===== src/rtl/esm_pkg.sv =====
package esm_pkg;

   localparam int PULSES_PER_REV_DEF = 7;
   localparam int COUNT_BITS_DEF     = 16;

   localparam int WINDOW_BITS = 16;
   localparam int DRIVE_BITS  = 8;
   localparam int GAIN_BITS   = 8;
   localparam int SPEED_BITS  = 24;
   localparam int CSR_BITS    = 3;
   localparam int WDATA_BITS  = 16;

   // rpm with 4 fraction bits: 60 * 16
   localparam int RPM_SCALE  = 960;
   localparam int GAIN_SCALE = 60;
   // gain has 8 fraction bits
   localparam int GAIN_FRAC  = 8;

   localparam logic [WINDOW_BITS-1:0] WINDOW_RESET = 16'd1000;
   localparam logic [GAIN_BITS-1:0]   GAIN_RESET   = 8'd128;
   localparam logic [DRIVE_BITS-1:0]  MIN_RESET    = 8'd150;
   localparam logic [DRIVE_BITS-1:0]  MAX_RESET    = 8'd255;
   localparam logic [DRIVE_BITS-1:0]  REF_RESET    = 8'd170;

   localparam logic [CSR_BITS-1:0] CSR_WINDOW = 3'd0;
   localparam logic [CSR_BITS-1:0] CSR_GAIN   = 3'd1;
   localparam logic [CSR_BITS-1:0] CSR_MIN    = 3'd2;
   localparam logic [CSR_BITS-1:0] CSR_MAX    = 3'd3;
   localparam logic [CSR_BITS-1:0] CSR_REF    = 3'd4;

   typedef struct packed {
      logic edge_a;
      logic edge_b;
      logic ms_tick;
   } req_type;

   typedef struct packed {
      logic [SPEED_BITS-1:0] speed_a;
      logic [SPEED_BITS-1:0] speed_b;
      logic [DRIVE_BITS-1:0] drive_a;
      logic [DRIVE_BITS-1:0] drive_b;
   } rsp_type;

   typedef struct packed {
      logic [WINDOW_BITS-1:0] window_ms;
      logic [GAIN_BITS-1:0]   gain_q8;
      logic [DRIVE_BITS-1:0]  min_drive;
      logic [DRIVE_BITS-1:0]  max_drive;
      logic [DRIVE_BITS-1:0]  ref_drive;
   } cfg_type;

endpackage


===== src/rtl/esm_count.sv =====
module esm_count #(
   parameter int COUNT_BITS = esm_pkg::COUNT_BITS_DEF
) (
   input  logic                  clock,
   input  logic                  reset,
   input  esm_pkg::cfg_type      cfg,
   input  logic                  req_valid,
   output logic                  req_ready,
   input  esm_pkg::req_type      req_data,
   output logic                  win_valid,
   input  logic                  win_ready,
   output logic [COUNT_BITS-1:0] win_a,
   output logic [COUNT_BITS-1:0] win_b
);

   localparam int WB = esm_pkg::WINDOW_BITS;

   logic [COUNT_BITS-1:0] cnt_a_ff, cnt_b_ff;
   logic [COUNT_BITS-1:0] cnt_a_in, cnt_b_in;
   logic [WB-1:0]         elapsed_ff, elapsed_in;
   logic [WB-1:0]         win_len;
   logic [COUNT_BITS-1:0] win_a_ff, win_b_ff;
   logic                  win_valid_ff;
   logic                  accept, close;

   assign req_ready = !win_valid_ff || win_ready;
   assign accept    = req_valid && req_ready;

   // saturating counts, including this word's edges and tick
   assign cnt_a_in = cnt_a_ff + COUNT_BITS'(req_data.edge_a && (cnt_a_ff != '1));
   assign cnt_b_in = cnt_b_ff + COUNT_BITS'(req_data.edge_b && (cnt_b_ff != '1));
   assign elapsed_in = elapsed_ff + WB'(req_data.ms_tick && (elapsed_ff != '1));

   // zero window acts as one
   assign win_len = (cfg.window_ms == '0) ? WB'(1) : cfg.window_ms;
   assign close   = elapsed_in >= win_len;

   always_ff @(posedge clock) begin
      if (reset) begin
         cnt_a_ff     <= '0;
         cnt_b_ff     <= '0;
         elapsed_ff   <= '0;
         win_valid_ff <= 1'b0;
      end else begin
         if (accept) begin
            if (close) begin
               cnt_a_ff   <= '0;
               cnt_b_ff   <= '0;
               elapsed_ff <= '0;
            end else begin
               cnt_a_ff   <= cnt_a_in;
               cnt_b_ff   <= cnt_b_in;
               elapsed_ff <= elapsed_in;
            end
         end
         if (accept && close) begin
            win_valid_ff <= 1'b1;
         end else if (win_ready) begin
            win_valid_ff <= 1'b0;
         end
      end
   end

   always_ff @(posedge clock) begin
      if (accept && close) begin
         win_a_ff <= cnt_a_in;
         win_b_ff <= cnt_b_in;
      end
   end

   assign win_valid = win_valid_ff;
   assign win_a     = win_a_ff;
   assign win_b     = win_b_ff;

   a_clear_on_close: assert property (@(posedge clock) disable iff (reset)
      accept && close |=> cnt_a_ff == '0 && cnt_b_ff == '0 && elapsed_ff == '0)
      else $error("counters not cleared at window end");

endmodule


===== src/rtl/esm_scale.sv =====
module esm_scale #(
   parameter int PULSES_PER_REV = esm_pkg::PULSES_PER_REV_DEF,
   parameter int COUNT_BITS     = esm_pkg::COUNT_BITS_DEF
) (
   input  logic                                   clock,
   input  logic                                   reset,
   input  esm_pkg::cfg_type                       cfg,
   input  logic                                   win_valid,
   output logic                                   win_ready,
   input  logic [COUNT_BITS-1:0]                  win_a,
   input  logic [COUNT_BITS-1:0]                  win_b,
   output logic                                   corr_valid,
   input  logic                                   corr_ready,
   output logic [esm_pkg::SPEED_BITS-1:0]         corr_speed_a,
   output logic [esm_pkg::SPEED_BITS-1:0]         corr_speed_b,
   output logic                                   corr_neg,
   output logic [COUNT_BITS+5:0]                  corr_mag
);

   localparam int D    = PULSES_PER_REV;
   localparam int LD   = $clog2(D);
   // pulses * 960
   localparam int XW   = COUNT_BITS + 10;
   // gain * 60 * diff, then >> 8
   localparam int G60W = esm_pkg::GAIN_BITS + 6;
   localparam int PW   = COUNT_BITS + G60W;
   localparam int HW   = PW - esm_pkg::GAIN_FRAC;
   // divide by D as multiply by ceil(2^S / D), exact for XW/HW-bit inputs
   localparam int SX   = XW + LD;
   localparam int SH   = HW + LD;
   localparam logic [XW:0] MX = (XW+1)'(((64'd1 << SX) + 64'(D) - 64'd1) / 64'(D));
   localparam logic [HW:0] MH = (HW+1)'(((64'd1 << SH) + 64'(D) - 64'd1) / 64'(D));
   localparam int RXW  = SX + XW;
   localparam int RHW  = SH + HW;

   // stage 2
   logic                  s2_valid_ff;
   logic [XW-1:0]         xa_ff, xb_ff;
   logic [HW-1:0]         ph_ff;
   logic                  s2_neg_ff;
   logic                  s2_free;

   // stage 3
   logic                          s3_valid_ff;
   logic [esm_pkg::SPEED_BITS-1:0] speed_a_ff, speed_b_ff;
   logic [HW-1:0]                 mag_ff;
   logic                          s3_neg_ff;
   logic                          s3_free;

   logic                  neg;
   logic [COUNT_BITS-1:0] diff;
   logic [G60W-1:0]       gain60;
   logic [PW-1:0]         prod_g;
   logic [RXW-1:0]        prod_a, prod_b;
   logic [RHW-1:0]        prod_h;

   assign s3_free   = !s3_valid_ff || corr_ready;
   assign s2_free   = !s2_valid_ff || s3_free;
   assign win_ready = s2_free;

   assign neg    = win_b > win_a;
   assign diff   = neg ? (win_b - win_a) : (win_a - win_b);
   assign gain60 = G60W'(cfg.gain_q8) * G60W'(esm_pkg::GAIN_SCALE);
   assign prod_g = PW'(gain60) * PW'(diff);

   assign prod_a = RXW'(xa_ff) * RXW'(MX);
   assign prod_b = RXW'(xb_ff) * RXW'(MX);
   assign prod_h = RHW'(ph_ff) * RHW'(MH);

   always_ff @(posedge clock) begin
      if (reset) begin
         s2_valid_ff <= 1'b0;
         s3_valid_ff <= 1'b0;
      end else begin
         if (s2_free) begin
            s2_valid_ff <= win_valid;
         end
         if (s3_free) begin
            s3_valid_ff <= s2_valid_ff;
         end
      end
   end

   always_ff @(posedge clock) begin
      if (s2_free && win_valid) begin
         xa_ff     <= XW'(win_a) * XW'(esm_pkg::RPM_SCALE);
         xb_ff     <= XW'(win_b) * XW'(esm_pkg::RPM_SCALE);
         ph_ff     <= prod_g[PW-1:esm_pkg::GAIN_FRAC];
         s2_neg_ff <= neg;
      end
      if (s3_free && s2_valid_ff) begin
         speed_a_ff <= esm_pkg::SPEED_BITS'(prod_a[SX +: XW]);
         speed_b_ff <= esm_pkg::SPEED_BITS'(prod_b[SX +: XW]);
         mag_ff     <= prod_h[SH +: HW];
         s3_neg_ff  <= s2_neg_ff;
      end
   end

   assign corr_valid   = s3_valid_ff;
   assign corr_speed_a = speed_a_ff;
   assign corr_speed_b = speed_b_ff;
   assign corr_neg     = s3_neg_ff;
   assign corr_mag     = mag_ff;

   a_s2_hold: assert property (@(posedge clock) disable iff (reset)
      s2_valid_ff && !s3_free |=> s2_valid_ff && $stable(ph_ff) && $stable(xa_ff))
      else $error("stage 2 lost a stalled window");

   a_s3_hold: assert property (@(posedge clock) disable iff (reset)
      s3_valid_ff && !corr_ready |=> s3_valid_ff && $stable(mag_ff))
      else $error("stage 3 lost a stalled window");

endmodule


===== src/rtl/esm_drive.sv =====
module esm_drive #(
   parameter int COUNT_BITS = esm_pkg::COUNT_BITS_DEF
) (
   input  logic                           clock,
   input  logic                           reset,
   input  esm_pkg::cfg_type               cfg,
   input  logic                           corr_valid,
   output logic                           corr_ready,
   input  logic [esm_pkg::SPEED_BITS-1:0] corr_speed_a,
   input  logic [esm_pkg::SPEED_BITS-1:0] corr_speed_b,
   input  logic                           corr_neg,
   input  logic [COUNT_BITS+5:0]          corr_mag,
   output logic                           rsp_valid,
   input  logic                           rsp_ready,
   output esm_pkg::rsp_type               rsp_data
);

   localparam int DB = esm_pkg::DRIVE_BITS;
   // drive plus or minus the magnitude, with sign
   localparam int W  = COUNT_BITS + 8;

   logic                 rsp_valid_ff;
   esm_pkg::rsp_type     rsp_data_ff;
   logic [DB-1:0]        drive_b_ff, drive_b_in;
   logic signed [W-1:0]  base, mag, sum, lo, hi;
   logic                 load;

   assign corr_ready = !rsp_valid_ff || rsp_ready;
   assign load       = corr_valid && corr_ready;

   assign base = signed'(W'(drive_b_ff));
   assign mag  = signed'(W'(corr_mag));
   assign sum  = corr_neg ? (base - mag) : (base + mag);
   assign lo   = signed'(W'(cfg.min_drive));
   assign hi   = signed'(W'(cfg.max_drive));

   // min check wins when the limits cross
   always_comb begin
      priority if (sum < lo) begin
         drive_b_in = cfg.min_drive;
      end else if (sum > hi) begin
         drive_b_in = cfg.max_drive;
      end else begin
         drive_b_in = DB'(sum);
      end
   end

   always_ff @(posedge clock) begin
      if (reset) begin
         rsp_valid_ff <= 1'b0;
         drive_b_ff   <= esm_pkg::REF_RESET;
      end else begin
         if (corr_ready) begin
            rsp_valid_ff <= corr_valid;
         end
         if (load) begin
            drive_b_ff <= drive_b_in;
         end
      end
   end

   always_ff @(posedge clock) begin
      if (load) begin
         rsp_data_ff.speed_a <= corr_speed_a;
         rsp_data_ff.speed_b <= corr_speed_b;
         rsp_data_ff.drive_a <= cfg.ref_drive;
         rsp_data_ff.drive_b <= drive_b_in;
      end
   end

   assign rsp_valid = rsp_valid_ff;
   assign rsp_data  = rsp_data_ff;

   a_drive_match: assert property (@(posedge clock) disable iff (reset)
      rsp_valid_ff |-> rsp_data_ff.drive_b == drive_b_ff)
      else $error("output drive differs from held drive");

endmodule


===== src/rtl/encoder_speed_match_p_loop.sv =====
// Channel  Ports                               Direction  Moves
// req      req_valid req_ready req_data        in         edge/tick word per slice
// rsp      rsp_valid rsp_ready rsp_data        out        speeds and drives per window
// csr      csr_valid csr_ready csr_index/wdata in         register write, always ready
//
// One req word per cycle while req_ready is high; pulse counting and the window check happen at accept.
// A window-closing word yields its rsp word through registers: the window register,
// product stage, reciprocal-multiply stage (divide by pulses per rev), then the drive clamp.
// Reset clears counters and valids and sets drive B to 170; registers to defaults.
// rsp stalls back up through the stages; req_ready drops only when all are full.
module encoder_speed_match_p_loop #(
   parameter int PULSES_PER_REV = esm_pkg::PULSES_PER_REV_DEF,
   parameter int COUNT_BITS     = esm_pkg::COUNT_BITS_DEF
) (
   input  logic                           clock,
   input  logic                           reset,
   input  logic                           req_valid,
   output logic                           req_ready,
   input  esm_pkg::req_type               req_data,
   output logic                           rsp_valid,
   input  logic                           rsp_ready,
   output esm_pkg::rsp_type               rsp_data,
   input  logic                           csr_valid,
   output logic                           csr_ready,
   input  logic [esm_pkg::CSR_BITS-1:0]   csr_index,
   input  logic [esm_pkg::WDATA_BITS-1:0] csr_wdata
);

   localparam int DB = esm_pkg::DRIVE_BITS;

   esm_pkg::cfg_type cfg_ff;

   logic                           win_valid, win_ready;
   logic [COUNT_BITS-1:0]          win_a, win_b;
   logic                           corr_valid, corr_ready, corr_neg;
   logic [esm_pkg::SPEED_BITS-1:0] corr_speed_a, corr_speed_b;
   logic [COUNT_BITS+5:0]          corr_mag;

   assign csr_ready = 1'b1;

   always_ff @(posedge clock) begin
      if (reset) begin
         cfg_ff.window_ms <= esm_pkg::WINDOW_RESET;
         cfg_ff.gain_q8   <= esm_pkg::GAIN_RESET;
         cfg_ff.min_drive <= esm_pkg::MIN_RESET;
         cfg_ff.max_drive <= esm_pkg::MAX_RESET;
         cfg_ff.ref_drive <= esm_pkg::REF_RESET;
      end else if (csr_valid) begin
         unique case (csr_index)
            esm_pkg::CSR_WINDOW: cfg_ff.window_ms <= csr_wdata;
            esm_pkg::CSR_GAIN:   cfg_ff.gain_q8   <= esm_pkg::GAIN_BITS'(csr_wdata);
            esm_pkg::CSR_MIN:    cfg_ff.min_drive <= DB'(csr_wdata);
            esm_pkg::CSR_MAX:    cfg_ff.max_drive <= DB'(csr_wdata);
            esm_pkg::CSR_REF:    cfg_ff.ref_drive <= DB'(csr_wdata);
            default: begin
            end
         endcase
      end
   end

   esm_count #(
      .COUNT_BITS(COUNT_BITS)
   ) u_count (
      .clock     (clock),
      .reset     (reset),
      .cfg       (cfg_ff),
      .req_valid (req_valid),
      .req_ready (req_ready),
      .req_data  (req_data),
      .win_valid (win_valid),
      .win_ready (win_ready),
      .win_a     (win_a),
      .win_b     (win_b)
   );

   esm_scale #(
      .PULSES_PER_REV(PULSES_PER_REV),
      .COUNT_BITS    (COUNT_BITS)
   ) u_scale (
      .clock        (clock),
      .reset        (reset),
      .cfg          (cfg_ff),
      .win_valid    (win_valid),
      .win_ready    (win_ready),
      .win_a        (win_a),
      .win_b        (win_b),
      .corr_valid   (corr_valid),
      .corr_ready   (corr_ready),
      .corr_speed_a (corr_speed_a),
      .corr_speed_b (corr_speed_b),
      .corr_neg     (corr_neg),
      .corr_mag     (corr_mag)
   );

   esm_drive #(
      .COUNT_BITS(COUNT_BITS)
   ) u_drive (
      .clock        (clock),
      .reset        (reset),
      .cfg          (cfg_ff),
      .corr_valid   (corr_valid),
      .corr_ready   (corr_ready),
      .corr_speed_a (corr_speed_a),
      .corr_speed_b (corr_speed_b),
      .corr_neg     (corr_neg),
      .corr_mag     (corr_mag),
      .rsp_valid    (rsp_valid),
      .rsp_ready    (rsp_ready),
      .rsp_data     (rsp_data)
   );

endmodule

===== config.mk =====
export PLATFORM = sky130hd
export DESIGN_NAME = encoder_speed_match_p_loop
export DESIGN_NICKNAME = d
export VERILOG_FILES = /design/src/rtl/esm_pkg.sv /design/src/rtl/esm_count.sv /design/src/rtl/esm_scale.sv /design/src/rtl/esm_drive.sv /design/src/rtl/encoder_speed_match_p_loop.sv
export SDC_FILE = /design/constraint.sdc
export NUM_CORES = 2
export LEC_CHECK = 0
export BUFFER_PORTS_ARGS = -buffer_cell sky130_fd_sc_hd__clkbuf_2
export CAP_MARGIN = 20
export CELL_PAD_IN_SITES_DETAIL_PLACEMENT = 1
export CELL_PAD_IN_SITES_GLOBAL_PLACEMENT = 2
export CORE_ASPECT_RATIO = 1.75
export CORE_UTILIZATION = 44
export CTS_CLUSTER_SIZE = 25
export DETAILED_ROUTE_END_ITERATION = 6
export PLACE_DENSITY = 0.89
export RECOVER_POWER = 100
export SLEW_MARGIN = 15
export SYNTH_ARGS = -nofsm -noshare
export SYNTH_HDL_FRONTEND = slang
export SYNTH_SLANG_ARGS = --single-unit

===== constraint.sdc =====
create_clock -name clock -period 9.5 [get_ports clock]
set_clock_uncertainty 0.05 [all_clocks]
set_input_delay 2.85 -clock clock [delete_from_list [all_inputs] [get_ports clock]]
set_output_delay 2.85 -clock clock [all_outputs]
set_load 0.02 [all_outputs]

---- Yosys cells after proc, flatten, opt, wreduce, memory -nomap -nowiden ----
Cells that the tools add are included.
operators by class
  $add $sub $neg .......................... 7
  muxes and demuxes ....................... 10
  shift operators ......................... 0
  order comparisons ....................... 4
  reductions and logical operators ........ 24
  bitwise operators ....................... 0
  equal/unequal tests ..................... 7
  multipliers ............................. 7
  divide/modulo/power cells ............... 0
operators by type and width
  kind                                                 count
  multiplier 20 x 27 -> 47 bit, second input constant  2
  2-to-1 mux 16 bit                                    5
  adder 16 x 1 -> 16 bit                               3
  inequality test 16 bit, second input constant        3
  multiplier 22 x 23 -> 45 bit, second input constant  1
  multiplier 16 x 4 -> 20 bit, second input constant   2
  subtractor 16 bit                                    2
  multiplier 12 x 16 -> 28 bit                         1
  > comparator 24 x 9 -> 1 bit                         1
  less-than comparator 24 x 9 -> 1 bit                 1
  2-to-1 mux 24 bit                                    1
  adder 8 x 20 -> 21 bit                               1
  subtractor 8 x 20 -> 21 bit                          1
  greater-or-equal comparator 16 bit                   1
  > comparator 16 bit                                  1
  zero test 16 bit                                     1
  2-to-1 mux 8 bit                                     2
  multiplier 8 x 4 -> 12 bit, second input constant    1
  AND reduction 2 bit                                  5
  logical AND 1 bit                                    8
  == test 3 x 2 -> 1 bit, second input constant        2
  zero test 1 bit                                      4
  logical OR 1 bit                                     4
  == test 3 x 1 -> 1 bit, second input constant        1
  4 further kinds                                      5
word-level totals
  input bits .............................. 27
  bits in read-only memories .............. 0
  word-level logic and storage cells ...... 86
  bits in latches ......................... 0
  bits in writable memories ............... 0
  memories ................................ 0
  register bits ........................... 336
  output and inout port bits .............. 67

---- Logic depth before layout (Yosys ltp) ----
  depth after elaboration ................. 8
  gate-level depth with buffers ........... 38
  gate-level depth less buffers ........... 34

---- Modules after synthesis ----
A second synthesis with hierarchy kept.
second synthesis, totals
  cells, all modules ...................... 4010
  area total of the unflattened synthesis .. 41194.5 µm²
by module, submodules not included
  module                      times used  cells an instance  area each (µm²)  sequential area each (µm²)
  esm_scale                   1           2976               30591.8          4003.8
  esm_drive                   1           405                4440.5           2102.0
  esm_count                   1           438                4167.7           1941.9
  encoder_speed_match_p_loop  1           191                1994.4           960.9

---- Worst setup path before layout ----
No wires, ideal clock.
  path kind ............................... input port to flip-flop
  start point ............................. input port rsp_ready
  end point ............................... register u_scale.mag_ff[0] (netlist: u_scale.corr_mag[0]), enable pin
  arrival ................................. 7947 ps
  setup slack ............................. 902 ps
  data required time ...................... 8848 ps
  cell stages on the path ................. 2
  path buffers ............................ 0
  cell sequence ........................... nor2b_1 -> a21boi_0
between the ends
  cells in the longest elaborated chain, start to end .. 3
RTL lines
  what                  RTL line                          RTL
  from (decl)           encoder_speed_match_p_loop.sv:21  input logic rsp_ready,
  logical OR 1 bit      esm_drive.sv:28                   assign corr_ready = !rsp_valid_ff || rsp_ready;
  logical OR 1 bit      esm_scale.sv:57                   assign s3_free = !s3_valid_ff || corr_ready;
  logical AND 1 bit     esm_scale.sv:91                   if (s3_free && s2_valid_ff) begin
  to (signal assigned)  esm_scale.sv:94                   mag_ff <= prod_h[SH +: HW];
  to (decl)             esm_scale.sv:46                   logic [HW-1:0] mag_ff;
No other way between the ends.
A chain may end at the register's enable or synchronous reset.

---- Worst setup path in the final report ----
  start point ............................. register u_count.win_a_ff[10] (netlist: u_count.win_a[10])
  end point ............................... register u_scale.ph_ff[19] (data pin)
between the ends
  cells in the longest elaborated chain, start to end .. 3
RTL lines
  what                                                      RTL line                          RTL
  from (decl)                                               esm_count.sv:22                   logic [COUNT_BITS-1:0] win_a_ff, win_b_ff;
  from (signal assigned)                                    esm_count.sv:66                   win_a_ff <= cnt_a_in;
  subtractor 16 bit or > comparator 16 bit (tied branches)  esm_scale.sv:62, esm_scale.sv:61
  2-to-1 mux 16 bit (*)                                     esm_scale.sv:62                   assign diff = neg ? (win_b - win_a) : (win_a - win_b);
  multiplier 12 x 16 -> 28 bit (*)                          esm_scale.sv:64                   assign prod_g = PW'(gain60) * PW'(diff);
  net u_scale.prod_g[27]                                    esm_scale.sv:53                   logic [PW-1:0] prod_g;
  to (signal assigned)                                      esm_scale.sv:88                   ph_ff <= prod_g[PW-1:esm_pkg::GAIN_FRAC];
  to (decl)                                                 esm_scale.sv:39                   logic [HW-1:0] ph_ff;
The timed path passes the listed nets; every way through them passes the cells marked *.

==> metrics.md <==
| Metric | Value |
|---|---|
| Die Area | 0.0917 mm2 |
| Layout filler cell count | 9835 |
| Maximum level of the CTS H-tree | 2 |
| Pins over their slew limit | 0 |
| TritonCTS Sinks | 336 |
| Clock tree from TritonCTS | yes |
| Layout cell share with drive strength beyond 1 | 6.59% |
| Storage element area | 0.00901 mm2 |
| Number of distinct library cells after synthesis | 80 |
| Post-Route Setup TNS | 0 ns |
| Area fraction in compound gates after synthesis | 9.30% |
| Detailed Routing Iterations Pass 1 | 5 |
| CTS Buf Count | 35 |
| Nature of the critical path startpoint | register |
| VDD IR-drop max | 0.0000891 V |
| Cells taking the most area after synthesis | sky130_fd_sc_hd__fa_1 (24%), sky130_fd_sc_hd__ha_1 (23%), sky130_fd_sc_hd__edfxtp_1 (17%), sky130_fd_sc_hd__inv_1 (6.8%), sky130_fd_sc_hd__dfxtp_1 (5.4%) |
| Nets in the synthesized netlist | 5065 |
| Clock slew seen by the registers of the worst setup and hold paths | 0.07 ns |
| Global placement routability congestion | 0.890 |
| Row cnt | 145 |
| Peak per-stage delay on the critical path | 0.57 ns |
| Detailed-route via count | 28.1k |
| Starting DRC count in detailed routing | 868 |
| Share of flip-flops with an asynchronous set or reset after synthesis | 0% |
| Final setup violating endpoints | 0 |
| Gr usage total | 23.4% |
| Root buffer cell | sky130_fd_sc_hd__clkbuf_16 |
| Maximum buffer depth of the clock tree | 3 |
| FMAX | 112 MHz |
| Crit path kind | reg -> reg |
| GR Overflow Total | 0 |
| Number of enable-type register cells in the synthesized netlist | 228 |
| Relative contribution of the clock network to total power | 35.8% |
| Internal power component | 3.01 mW |
| Width of the die | 229 um |
| Combinational family with the most area after synthesis | adder cells |
| Slew Limit Headroom | 30.8% |
| Seq pwr share | 36.9% |
| Most numerous cell in the Yosys netlist | sky130_fd_sc_hd__ha_1 |
| Final net count | 5188 |
| Ant diodes | 0 |
| Number of buffers inserted to repair setup after CTS | 0 |
| Most numerous cell types in the synthesized netlist | sky130_fd_sc_hd__ha_1 (728), sky130_fd_sc_hd__inv_1 (718), sky130_fd_sc_hd__fa_1 (469) |
| RSZ-0062 raised after global routing | false |
| Area of combinational cells with multiple inputs | 0.0279 mm2 |
| Hold Violations, Final | 0 |
| Logic gate share of total power | 27.3% |
| Number of global-route vias before repair | 32.3k |
| Flop and latch count out of synthesis | 336 |
| Data arrival, critical path | 9.22 ns |
| Post-cts sizing count | 0 |
| Final std cells w/o fill | 5166 |
| Seq/Total Area, Yosys | 22.6% |
| Syn avg cell area | 10.4 um2 |
| Number of vias per cell after detailed routing | 5.43 |
| Netlist Area Pre-Place | 0.0398 mm2 |
| Antenna-violating nets left | 0 |
| First-pass GRT wire length | 169000 um |
| Post-synthesis share of cell area spent on xor and xnor gates | 4.03% |
| WL/cell | 20.2 um |
| Most common cell on crit path | sky130_fd_sc_hd__fa_1 |
| Core ar. | 0.0894 mm2 |
| Time the worst path needs with I/O delays and setup | 8.93 ns |
| Result of the run | complete, no violations |
| Min-Delay Path Class | reg -> reg |
| Post-synthesis cell type with the largest combined area | sky130_fd_sc_hd__fa_1 |
| Clock latency of the later-clocked register in the worst-skew pair | 0.60 ns |
| Data required time of the critical path | 9.80 ns |
| Boundary Pins | 94 |
| Area share of fa/ha/maj cells after synthesis | 46.5% |
| Type of element capturing the critical path | register |
| Vertical die dimension | 400 um |
| HPWL after detailed placement | 88200 um |
| Switching power share of the total | 31.3% |
| Max-Cap Viols | 0 |
| Power spent charging and discharging nets | 1.37 mW |
| Drc violations | 0 |
| Static leakage | 21.0 nW |
| Commonest register cell after synthesis | sky130_fd_sc_hd__edfxtp_1 |
| Post-cts hold buffer count | 0 |
| Transition time at the pin with the least slew margin | 1.03 ns |
| Pin count of the biggest net entering global routing | 70 |
| Quantity of I/O buffers inserted on ports | 92 |
| Proportion of netlist area held by the largest area contributor | 23.6% |
| Slowest stage cell on the critical path | sky130_fd_sc_hd__edfxtp_1 |
| Simple-gate share of the synthesized area | 9.07% |
| Fin crit share | 94.0% |
| Pwr Density | 101 mW/mm2 |
| Mux share of post-synthesis cell area | 1.02% |
| Worst Path Max Fanout | 13 |
| Total of warnings raised by yosys | 0 |
| Inst Count DP | 5101 |
| Initial antenna violation count | 2 |
| Initial core utilization | 44.5% |
| Routed wire length | 105000 um |
| Post-Synthesis Cells | 3841 |
| Area overhead of the layout relative to synthesis | 8.75% |
-- placed cells by master (no fill, tap or decap), drive strengths merged, types with 19 or more instances in the layout --
cell,count
a211oi,21
a21o,58
a21oi,152
a22o,47
and2,45
and3,21
buf,60
clkbuf,132
dfxtp,108
edfxtp,228
fa,469
ha,728
inv,727
mux2,19
mux2i,19
nand2,265
nand2b,36
nand3,61
nand4,31
nor2,161
nor2b,35
nor3,46
o211ai,30
o21a,28
o21ai,74
o21bai,28
xnor2,120
xor2,63
-- per-layer routing --
| metal | part of all wire (%) | GRT usage (%) | vias to the layer above |
|---|---|---|---|
| li1 | - | - | 13100 |
| met1 | 37 | 23.6 | 14300 |
| met2 | 56 | 47.5 | 406 |
| met3 | 1.9 | 1.77 | 246 |
| met4 | 5.4 | 11.7 | 2 |
| met5 | 0.011 | 0 | - |
-- flip-flops by register name, summed over array words and instances, names as in the netlist, 8 cells and up --
register and cells:
cfg_ff 48, u_count.cnt_a_ff 16, u_count.cnt_b_ff 16, u_count.elapsed_ff 16
u_count.win_a 16, u_count.win_b 16, u_drive.drive_b_ff 8, u_drive.rsp_data 64
u_scale.corr_mag 20, u_scale.corr_speed_a 24, u_scale.corr_speed_b 24, u_scale.ph_ff 22
u_scale.xa_ff 20, u_scale.xb_ff 20
-- path summary, 6_finish.rpt --
kind                                     start                        endpoint  slack [ns]  depth (start not counted)
max reg2reg        u_count.win_a[10]$_DFFE_PP_     u_scale.ph_ff[19]$_DFFE_PP_        0.57                         31
min reg2reg  u_scale.corr_speed_a[3]$_DFFE_PP_  u_drive.rsp_data[43]$_DFFE_PP_        0.37                          0
max                u_count.win_a[10]$_DFFE_PP_     u_scale.ph_ff[19]$_DFFE_PP_        0.57                         31
min          u_scale.corr_speed_a[3]$_DFFE_PP_  u_drive.rsp_data[43]$_DFFE_PP_        0.37                          0
-- critical path: cells and delay by family, from the launching register on --
kind	cells	cell delay (ns)
xor+xnor	1	0.09
fa+ha+maj	7	3.32
compound gates	11	2.16
buf+inv	4	0.39
simple gates	8	2.13
flops	1	0.57
-- cell families (layout without fill, tap and decap cells) --
group / count (synthesis) / in the layout
xor gates and xnor gates: 183 / 183
buffers and inverters: 786 / 935
other: 1 / 1
adders and majority gates: 1197 / 1197
DFF: 336 / 336
and+or+nand+nor: 758 / 758
muxes: 38 / 38
AOI/OAI and AO/OA: 542 / 542
-- metrics by stage --
stage / utilization [%] / power (mW) / setup WS (ns) / hold WS, ns / cell area [um2]
after floorplan: - / 2.52 / 0.902 / 0.350 / 39800
after global placement: 46.9 / 2.82 / 0.528 / 0.351 / 42000
after detailed placement: 46.9 / 2.86 / 0.298 / 0.356 / 42000
after CTS: 48.3 / 4.45 / 0.298 / 0.371 / 43200
after global routing: 48.4 / 4.63 / 0.0179 / 0.375 / 43300
final: 48.4 / 4.38 / 0.572 / 0.369 / 43300
-- area by class of cell --
cell class                 instances  area share [%]
multi-input combinational       2719            64.5
clock inverter                    24           0.789
clock buffer                      39            2.16
timing repair buffer             153            2.14
sequential                       336            20.8
inverter                         719            6.24
tap                             1176            3.40
-- power by group through the flow --
| stage | clock network, mW | registers, mW | logic (mW) |
|---|---|---|---|
| global placement | 0 | 1.65 | 1.17 |
| floorplan | 0 | 1.65 | 0.870 |
| global route | 1.65 | 1.62 | 1.36 |
| finish | 1.57 | 1.62 | 1.19 |
| detailed placement | 0 | 1.65 | 1.21 |
| CTS | 1.61 | 1.62 | 1.22 |
Note: power is estimated with default switching activity, not from simulation.
